$ cat src/rtl/mphc_pkg.sv
// Shared constants, codes and types of the multi-lane PCG hash chain.
package mphc_pkg;

  localparam int LANES     = 32;
  localparam int MAX_BURST = 64;
  localparam int LANE_W    = (LANES > 1) ? $clog2(LANES) : 1;
  localparam int CNT_W     = $clog2(MAX_BURST + 1);

  localparam logic [31:0] MUL_A = 32'd747796405;
  localparam logic [31:0] ADD_C = 32'd2891336453;
  localparam logic [31:0] MUL_B = 32'd277803737;

  localparam logic [1:0] ADDR_BYTE_MODE = 2'd0;

  typedef enum logic [1:0] {
    FUNC_DRAW    = 2'd0,
    FUNC_SEED    = 2'd1,
    FUNC_RESTORE = 2'd2
  } func_e;

  // Sideband that travels with each value through the hash stages.
  typedef struct packed {
    logic [LANE_W-1:0] lane;
    logic              last;
  } mphc_tag_t;

  // Lanes held in the hash stages, for the same-lane interlock.
  typedef struct packed {
    logic              s_valid;
    logic [LANE_W-1:0] s_lane;
    logic              w_valid;
    logic [LANE_W-1:0] w_lane;
  } mphc_occ_t;

endpackage

$ cat src/rtl/mphc_hash.sv
// Two-stage PCG-RXS-M-XS hash datapath with its sideband tags.
module mphc_hash (
  input  logic                 clk_i,
  input  logic                 rst_ni,
  input  logic                 valid_i,
  input  logic [31:0]          x_i,
  input  mphc_pkg::mphc_tag_t  tag_i,
  output logic                 valid_o,
  output logic [31:0]          h_o,
  output mphc_pkg::mphc_tag_t  tag_o,
  output mphc_pkg::mphc_occ_t  occ_o
);
  import mphc_pkg::*;

  logic        s_valid_q, w_valid_q;
  logic [31:0] s_q, s_d, w_q, w_d;
  mphc_tag_t   s_tag_q, w_tag_q;
  logic [4:0]  sh;
  logic [31:0] t;

  assign s_d = x_i * MUL_A + ADD_C;

  // Data-dependent shift of 4 to 19 bits.
  assign sh  = {1'b0, s_q[31:28]} + 5'd4;
  assign t   = (s_q >> sh) ^ s_q;
  assign w_d = t * MUL_B;

  always_ff @(posedge clk_i or negedge rst_ni) begin
    if (!rst_ni) begin
      s_valid_q <= 1'b0;
      w_valid_q <= 1'b0;
    end else begin
      s_valid_q <= valid_i;
      w_valid_q <= s_valid_q;
    end
  end

  always_ff @(posedge clk_i) begin
    s_q     <= s_d;
    s_tag_q <= tag_i;
    w_q     <= w_d;
    w_tag_q <= s_tag_q;
  end

  assign valid_o = w_valid_q;
  assign h_o     = (w_q >> 22) ^ w_q;
  assign tag_o   = w_tag_q;

  assign occ_o.s_valid = s_valid_q;
  assign occ_o.s_lane  = s_tag_q.lane;
  assign occ_o.w_valid = w_valid_q;
  assign occ_o.w_lane  = w_tag_q.lane;

endmodule

$ cat src/rtl/multi_lane_pcg_hash_chain.sv
// Top level: lane state memory, round-robin sequencer, config port and result register.
// A draw of n values (n saturates at 64; a zero count does nothing) shows its first value
// after the lane read, the two hash stages and the result register, then one value per cycle;
// busy stays high until the read and the two hash stages have drained, so a new draw waits.
// Seed loads and restores give no result. Results cannot be stalled.
// Reset clears per-lane init bits, so every lane reads i+2 at once; no clearing pass.
module multi_lane_pcg_hash_chain (
  input  logic        clk_i,
  input  logic        rst_ni,
  input  logic        start,
  output logic        busy,
  input  logic [1:0]  func_i,
  input  logic [6:0]  draw_count_i,
  input  logic [4:0]  seed_lane_i,
  input  logic [31:0] seed_value_i,
  output logic        valid_o,
  output logic [31:0] value_o,
  output logic [4:0]  lane_used_o,
  output logic        last_o,
  input  logic        psel,
  input  logic        penable,
  input  logic        pwrite,
  input  logic [1:0]  paddr,
  input  logic [31:0] pwdata,
  output logic [31:0] prdata,
  output logic        pready
);
  import mphc_pkg::*;

  logic [31:0]       mem [LANES];
  logic [31:0]       rdata_q;
  logic [LANES-1:0]  init_q, init_d;
  logic [LANE_W-1:0] next_q, next_d, next_inc;
  logic [CNT_W-1:0]  rem_q, rem_d;
  logic              byte_mode_q;
  logic              p1_valid_q, p1_init_q;
  mphc_tag_t         p1_tag_q, p1_tag_d;
  logic              accept, issue, hazard, seed_ok;
  logic              wr_en;
  logic [LANE_W-1:0] wr_addr;
  logic [31:0]       wr_data;
  logic [31:0]       x;
  logic              h_valid;
  logic [31:0]       h;
  mphc_tag_t         h_tag;
  mphc_occ_t         occ;

  assign accept  = start && !busy;
  assign seed_ok = 32'(seed_lane_i) < LANES;
  assign busy    = (rem_q != '0) || p1_valid_q || occ.s_valid || occ.w_valid;

  // Hold the read while the lane is still in the hash stages.
  assign hazard = (p1_valid_q && (p1_tag_q.lane == next_q)) ||
                  (occ.s_valid && (occ.s_lane == next_q)) ||
                  (occ.w_valid && (occ.w_lane == next_q));
  assign issue  = (rem_q != '0) && !hazard;

  assign next_inc      = (next_q == LANE_W'(LANES - 1)) ? '0 : next_q + 1'b1;
  assign p1_tag_d.lane = next_q;
  assign p1_tag_d.last = (rem_q == CNT_W'(1));

  always_comb begin
    rem_d  = rem_q;
    next_d = next_q;
    init_d = init_q;
    if (issue) begin
      rem_d  = rem_q - 1'b1;
      next_d = next_inc;
    end
    if (h_valid) begin
      init_d[h_tag.lane] = 1'b1;
    end
    if (accept) begin
      case (func_i)
        FUNC_DRAW: begin
          if (32'(draw_count_i) > MAX_BURST) begin
            rem_d = CNT_W'(MAX_BURST);
          end else begin
            rem_d = CNT_W'(draw_count_i);
          end
        end
        FUNC_SEED: begin
          if (seed_ok) begin
            init_d[LANE_W'(seed_lane_i)] = 1'b1;
            next_d = '0;
          end
        end
        FUNC_RESTORE: begin
          init_d = '0;
          next_d = '0;
        end
        default: begin
        end
      endcase
    end
  end

  always_comb begin
    wr_en   = h_valid;
    wr_addr = h_tag.lane;
    wr_data = h;
    if (accept && (func_i == FUNC_SEED) && seed_ok) begin
      wr_en   = 1'b1;
      wr_addr = LANE_W'(seed_lane_i);
      wr_data = seed_value_i;
    end
  end

  always_ff @(posedge clk_i) begin
    if (wr_en) begin
      mem[wr_addr] <= wr_data;
    end
    rdata_q  <= mem[next_q];
    p1_tag_q <= p1_tag_d;
    p1_init_q <= init_q[next_q];
  end

  always_ff @(posedge clk_i or negedge rst_ni) begin
    if (!rst_ni) begin
      rem_q       <= '0;
      next_q      <= '0;
      init_q      <= '0;
      p1_valid_q  <= 1'b0;
      byte_mode_q <= 1'b0;
      valid_o     <= 1'b0;
    end else begin
      rem_q      <= rem_d;
      next_q     <= next_d;
      init_q     <= init_d;
      p1_valid_q <= issue;
      valid_o    <= h_valid;
      if (psel && penable && pwrite && (paddr == ADDR_BYTE_MODE)) begin
        byte_mode_q <= pwdata[0];
      end
    end
  end

  // A lane never written since reset or restore holds its default seed.
  assign x = p1_init_q ? rdata_q : 32'(p1_tag_q.lane) + 32'd2;

  mphc_hash u_hash (
    .clk_i   (clk_i),
    .rst_ni  (rst_ni),
    .valid_i (p1_valid_q),
    .x_i     (x),
    .tag_i   (p1_tag_q),
    .valid_o (h_valid),
    .h_o     (h),
    .tag_o   (h_tag),
    .occ_o   (occ)
  );

  always_ff @(posedge clk_i) begin
    value_o     <= byte_mode_q ? {24'd0, h[7:0]} : h;
    lane_used_o <= 5'(h_tag.lane);
    last_o      <= h_tag.last;
  end

  assign prdata = (paddr == ADDR_BYTE_MODE) ? {31'd0, byte_mode_q} : 32'd0;
  assign pready = 1'b1;

  a_no_lane_overlap: assert property (@(posedge clk_i) disable iff (!rst_ni)
    p1_valid_q && occ.s_valid |-> p1_tag_q.lane != occ.s_lane)
    else $error("same lane in two hash stages");

  a_gap_after_last: assert property (@(posedge clk_i) disable iff (!rst_ni)
    valid_o && last_o |=> !valid_o)
    else $error("value right after the last of a burst");

  a_result_from_busy: assert property (@(posedge clk_i) disable iff (!rst_ni)
    valid_o |-> $past(busy))
    else $error("value without a draw in flight");

  a_no_write_clash: assert property (@(posedge clk_i) disable iff (!rst_ni)
    h_valid |-> !accept)
    else $error("item taken while a value is written back");

endmodule

$ cat config.mk
export PLATFORM = sky130hd
export DESIGN_NAME = multi_lane_pcg_hash_chain
export DESIGN_NICKNAME = d
export VERILOG_FILES = /design/src/rtl/mphc_pkg.sv /design/src/rtl/mphc_hash.sv /design/src/rtl/multi_lane_pcg_hash_chain.sv
export SDC_FILE = /design/constraint.sdc
export NUM_CORES = 2
export LEC_CHECK = 0
export ABC_AREA = 1
export CAP_MARGIN = 20
export CORE_UTILIZATION = 41
export CTS_CLUSTER_DIAMETER = 60
export CTS_CLUSTER_SIZE = 10
export DETAILED_ROUTE_END_ITERATION = 6
export DONT_BUFFER_PORTS = 1
export HOLD_SLACK_MARGIN = 0.12
export PLACE_DENSITY = 0.53
export SLEW_MARGIN = 10
export SYNTH_ARGS = -nofsm -noshare
export SYNTH_HDL_FRONTEND = slang
export SYNTH_SLANG_ARGS = --single-unit
export TNS_END_PERCENT = 30
$ cat constraint.sdc
create_clock -name clk_i -period 11.4 [get_ports clk_i]
set_clock_uncertainty 0.2 [all_clocks]
set_input_delay 1.14 -clock clk_i [delete_from_list [all_inputs] [get_ports clk_i]]
set_output_delay 1.14 -clock clk_i [all_outputs]
set_load 0.01 [all_outputs]
* Word level (Yosys, flattened, before mapping)
Memory sizes are Yosys's and may differ from the RTL's. A register that Yosys moved wholly into a read port is not among the register bits. Cells that the tools add are included.
Cells by class: add/sub/neg operators 5, $mul 2, order comparisons 6, eq/ne operators 7, shift-type cells 1, mux-type cells 24, bitwise gates (word level) 4, reduce and logical (&&, ||, !) cells 22
Operators by type and width (count):
- 2-to-1 mux 32 bit | 4
- bitwise OR 32 bit | 2
- case mux 32 bit (2 select lines) | 1
- adder 32 bit (second input constant) | 1
- multiplier 32 x 29 -> 32 bit (second input constant) | 1
- multiplier 32 x 30 -> 32 bit (second input constant) | 1
- >> shifter 32 x 5 -> 32 bit | 1
- XOR 10 x 32 -> 32 bit | 1
- XOR 32 bit | 1
- 2-to-1 mux 7 bit | 4
- 2-to-1 mux 5 bit | 5
- < comparator 5 x 6 -> 1 bit (second input constant) | 3
- == test 5 bit | 3
- logical AND 1 bit | 11
- demux 1 bit (select 5 bit) | 2
- greater-or-equal comparator 5 x 1 -> 1 bit (second input constant) | 2
- == test 7 x 1 -> 1 bit (second input constant) | 1
- > comparator 7 bit (second input constant) | 1
- 2-to-1 mux 1 bit | 7
- nonzero test 7 bit | 1
- subtractor 7 x 1 -> 7 bit (second input constant) | 1
- adder 5 x 2 -> 6 bit (second input constant) | 1
- adder 4 x 3 -> 5 bit (second input constant) | 1
- adder 5 x 1 -> 5 bit (second input constant) | 1
- 8 further kinds | 14
Word-level totals: flip-flop bits (word level) 170, memory bits (writable) 1024, memories kept 1
Memory list:
- mem | depth 32, width 32, read ports 1, clocked after memory_dff 1, wr ports 1, RTL line multi_lane_pcg_hash_chain.sv:30 | logic [31:0] mem [LANES];

* Depth between registers and ports, before layout
depth after elaboration 10, gate-level depth with buffers 41, mapped depth without buffers 40

* Modules after synthesis
Synthesis repeated with hierarchy kept, for this count alone.
Unflattened totals: cells, all modules 6001, area, all modules 67496.0 um^2
By module, submodules not included:
- multi_lane_pcg_hash_chain | instances 1, cells each 3630, area an instance 45695.1 um^2, sequential area each 33467.1 um^2
- mphc_hash | instances 1, cells each 2371, area an instance 21800.9 um^2, sequential area each 1571.5 um^2

* Worst setup path after synthesis
No wires, ideal clock.
path kind register to register, start register p1_init_q, end register u_hash.s_q[29], library setup time 0.072 ns, data arrival time 7.132 ns, required time 11.128 ns, path slack 3.996 ns, cell stages (with the launch flop) 27, buffers on the path 1, clock period less this slack 7.404 ns, path through dfxtp_1 -> buf_2 -> nor2_1 -> nand3_1 -> o21ai_0 -> inv_1 -> fa_1 -> fa_1 -> inv_1 -> fa_1 -> fa_1 -> ha_1 -> fa_1 -> fa_1 -> inv_1 -> fa_1 -> inv_1 -> ha_1 -> a21o_1 -> a21boi_0 -> nand3_1 -> a21oi_1 -> o21ai_0 -> nand2_1 -> nand2_1 -> a21oi_1 -> xor2_1
Between the ends: cells in the longest elaborated chain, start to end 3
Ends and longest elaborated chain:
- start: declaration | RTL line multi_lane_pcg_hash_chain.sv:36 | logic p1_valid_q, p1_init_q;
- start signal: assignment | RTL line multi_lane_pcg_hash_chain.sv:115 | p1_init_q <= init_q[next_q];
- 2-to-1 mux 32 bit | RTL line multi_lane_pcg_hash_chain.sv:139 | assign x = p1_init_q ? rdata_q : 32'(p1_tag_q.lane) + 32'd2;
- multiplier 32 x 30 -> 32 bit | RTL line mphc_hash.sv:21 | assign s_d = x_i * MUL_A + ADD_C;
- adder 32 bit | RTL line mphc_hash.sv:21
- via u_hash.s_d[29] | RTL line mphc_hash.sv:16 | logic [31:0] s_q, s_d, w_q, w_d;
- end signal: assignment | RTL line mphc_hash.sv:39 | s_q <= s_d;
- end: declaration | RTL line mphc_hash.sv:16
The timed path passes the listed nets, and every way through them passes these cells. A chain may end at the register's enable or synchronous reset.

* Worst setup path in the final report
start register u_hash.s_q[28], end register u_hash.w_q[28]
Between the ends: cells in the longest elaborated chain, start to end 4
Ends and longest elaborated chain:
- adder 4 x 3 -> 5 bit | RTL line mphc_hash.sv:24 | assign sh = {1'b0, s_q[31:28]} + 5'd4;
- >> shifter 32 x 5 -> 32 bit | RTL line mphc_hash.sv:25 | assign t = (s_q >> sh) ^ s_q;
- XOR 32 bit * | RTL line mphc_hash.sv:25
- multiplier 32 x 29 -> 32 bit * | RTL line mphc_hash.sv:26 | assign w_d = t * MUL_B;
- via u_hash.w_d[28] | RTL line mphc_hash.sv:16
- end signal: assignment | RTL line mphc_hash.sv:41 | w_q <= w_d;
- end: declaration | RTL line mphc_hash.sv:16
The timed path passes the listed nets; every way through them passes the cells marked *.

==> flow_metrics.py <==
metrics = {
    "cts": {
        "cts_buffer_depth": 3,
        "root_buffer": "clkbuf_16",
        "clock_latency_ns": 0.79,
        "cts_setup_buffers": 0,
        "cts.sinks": 1226,
        "clkTransAtPathRegs_ns": 0.06,
        "h-tree-depth": 4,
        "cts_tree": "yes",
        "cts_made_buffers": 147,
    },
    "global_route": {
        "antenna_found_initial": 5,
        "grt_pass1_vias": 43066,
        "grt-ovfl-total": 0,
        "grt_use_total": 0.240,
        "grt_pass1_wl_um": 287000,
        "grt_max_degree": 187,
    },
    "critical_path": {
        "worstPathRequired_ns": 11.82,
        "crit_family": "adder cells",
        "cpMostUsedCell": "fa_1",
        "crit_buf_inv": 6,
        "start_kind": "flip-flop",
        "crit_type": "reg -> reg",
        "slowest_stage": "dfxtp_1",
        "critPathCaptureType": "flip-flop",
        "cp_data_arrival_time_ns": 9.87,
        "worstPathMaxFanout": 30,
        "critPathMaxStageDelay_ns": 0.99,
    },
    "floorplanning": {
        "ios": 159,
        "die_h_um": 405,
        "dieArea_um2": 164000,
        "row_count": 147,
        "coreArea_um2": 161000,
        "die_x_um": 405,
        "start_util": 0.413,
    },
    "pwr": {
        "cellLeakagePower_nw": 28.5,
        "power_density_nw_per_um2": 125,
        "vdd_drop_max_v": 0.000174,
    },
    "job": {
        "max_cap_viol_count": 0,
    },
    "finish": {
        "area_delta_synth_final_pct": 10.9,
        "final_util": 0.458,
        "final_nets": 6751,
        "n_fill_cell": 14996,
        "fin_cells": 8129,
        "final_layout_size_suffix_gt1_frac": 0.0652,
        "design_area_um2": 73700,
    },
    "sta": {
        "max_freq_mhz": 106,
        "worst_slew_pin_slew_ns": 1.15,
        "fin_crit_ns": 9.45,
        "maxSlewHeadroom": 0.230,
        "slew_violations": 0,
        "tns_ns": 0,
        "finalSetupViolCount": 0,
        "hold_viol_final": 0,
        "rsz0062_at_grt": "no",
        "post-route-period-util": 0.829,
    },
    "logic_synthesis": {
        "yosys.area.top_type": "edfxtp_1",
        "netlist.area_leader.share": 0.463,
        "synth_edf_count": 1024,
        "synth_cell_types": 55,
        "netlist_top_cells_area": "edfxtp_1 46%, fa_1 13%, ha_1 7.1%",
        "netlist_area_um2": 66500,
        "yosysWarnings": 0,
        "ys_ff_latch": 1226,
        "synth_area_per_cell_um2": 11.3,
        "synthArstFlopShare": 0.0400,
        "syn-instance-count": 5891,
        "synth_ff_type": "edfxtp_1",
        "yosys-top-cells-count": "1024 x edfxtp_1, 774 x inv_1, 664 x nor2_1, 645 x o21ai_0, 533 x nand2_1",
        "yosysSeqAreaShare": 0.527,
        "synth_most_common_cell": "edfxtp_1",
    },
    "placed_design": {
        "dp.cells": 7878,
        "io_buffers": 0,
        "place_hpwl_um": 127000,
        "placed_area_um2": 69100,
        "place.gp.congestion": 0.902,
    },
    "route": {
        "viasPerCell": 5.37,
        "postRouteAntennaNets": 0,
        "first_iter_violations": 3822,
        "drc": 0,
        "wirelength_um": 195000,
        "route.vias.total": 43637,
        "drt_first_pass_iters": 6,
        "routedWlPerCell_um": 24.0,
    },
    "min_path": {
        "hold_path.class": "reg -> reg",
    },
    "status": {
        "status": "complete, no violations",
    },
}
-- final timing paths --
| check | start | endpoint | slack (ns) | cells past startpoint |
|---|---|---|---|---|
| max | u_hash.s_q[28] | u_hash.w_q[28] | 1.95 | 32 |
| min | u_hash.s_tag_q[0] | u_hash.tag_o[0] | 0.13 | 0 |
| max reg2reg | u_hash.s_q[28] | u_hash.w_q[28] | 1.95 | 32 |
| min reg2reg | u_hash.s_tag_q[0] | u_hash.tag_o[0] | 0.13 | 0 |
| max in group asynchronous | rst_ni | next_q[1] | 9.76 | 2 |
| min in group asynchronous | rst_ni | byte_mode_q | 0.74 | 2 |
-- kinds of logic (layout without fill, tap and decap cells) --
logic type,after synthesis,count (layout),synth area share
xor gates and xnor gates,155,155,0.0212
other,2,33,0.000113
muxes,1,1,0.000151
and+or+nand+nor,1486,1486,0.0920
buffers and inverters,1080,1127,0.0640
adders and majority gates,791,791,0.196
DFF,1226,1226,0.527
AOI/OAI and AO/OA,1150,1150,0.0995
-- per-layer routing --
| layer | global-route usage | vias up | wire [um] |
|---|---|---|---|
| met2 | 0.400 | 1240 | 95200 |
| met3 | 0.0309 | 271 | 10200 |
| li1 | - | 20058 | - |
| met1 | 0.330 | 22066 | 85200 |
| met5 | 0 | - | 7 |
| met4 | 0.0603 | 2 | 4390 |
-- placed cells by master, fill, tap and decap left out, types with 43 or more instances in the layout --
| master | Yosys | final |
|---|---|---|
| dfxtp_1 | 153 | 153 |
| buf_4 | 40 | 86 |
| o21ai_0 | 645 | 619 |
| clkbuf_16 | 0 | 150 |
| dfrtp_1 | 49 | 46 |
| nor2_1 | 664 | 631 |
| o221ai_1 | 98 | 98 |
| a21oi_1 | 122 | 122 |
| nand2_1 | 533 | 533 |
| ha_1 | 376 | 376 |
| fa_1 | 415 | 415 |
| nand3_1 | 192 | 192 |
| xor2_1 | 88 | 88 |
| xnor2_1 | 62 | 62 |
| o22ai_1 | 172 | 172 |
| inv_1 | 774 | 770 |
| clkbuf_1 | 194 | 65 |
| o211ai_1 | 43 | 43 |
| edfxtp_1 | 1024 | 1024 |
-- registers in the layout, summed over array words and instances, names as in the netlist --
signal	count
p1_valid_q	1
u_hash.s_valid_q	1
p1_tag_q	6
u_hash.valid_o	1
byte_mode_q	1
u_hash.w_q	32
last_o	1
u_hash.s_q	32
init_q	32
p1_init_q	1
rdata_q	32
lane_used_o	5
value_o	32
u_hash.tag_o	1
mem	1024
u_hash.s_tag_q	1
next_q	5
rem_q	7
valid_o	1
u_hash.occ_o	10
-- report_power, final --
part	internal (mW)	switching (mW)
combinational	0.00591	0.0244
sequential	4.80	0.00852
clock	2.51	1.85
total	7.32	1.88
-- timing repair --
item | 4_1_cts | 5_1_grt
endpoints found under the hold margin | 49 | 0
hold buffers | 2 | 0
gates resized for setup | 0 | 0
-- metrics by stage --
| step | hold WS (ns) | worst slack [ns] | power (mW) |
|---|---|---|---|
| final | 0.126 | 1.95 | 9.20 |
| after global routing | 0.131 | 1.36 | 9.45 |
| after detailed placement | 0.115 | 2.09 | 4.92 |
| after floorplan | 0.110 | 4.00 | 4.92 |
| after global placement | 0.117 | 2.10 | 4.92 |
| after CTS | 0.130 | 2.03 | 9.28 |
-- worst reg2reg max path, delay by kind of cell, from the launching register on --
kind | cells | cell delay, ns
adders and majority gates | 9 | 3.93
AOI/OAI and AO/OA | 9 | 1.56
buffers and inverters | 6 | 1.13
DFF | 1 | 0.99
xor gates and xnor gates | 3 | 0.88
and+or+nand+nor | 5 | 0.66
-- final cells by class --
type / instances / area (um2) / area share
flip-flops and latches: 1226 / 35000 / 0.476
multi-input cells: 3615 / 27600 / 0.375
clock buffers: 221 / 4070 / 0.0552
inverters: 783 / 2960 / 0.0401
well taps: 2160 / 2700 / 0.0367
repair buffers: 101 / 913 / 0.0124
clock inverters: 22 / 347 / 0.00470
diodes: 1 / 2.50 / 0.0000340
No activity file was read; power rests on OpenSTA's default activity.
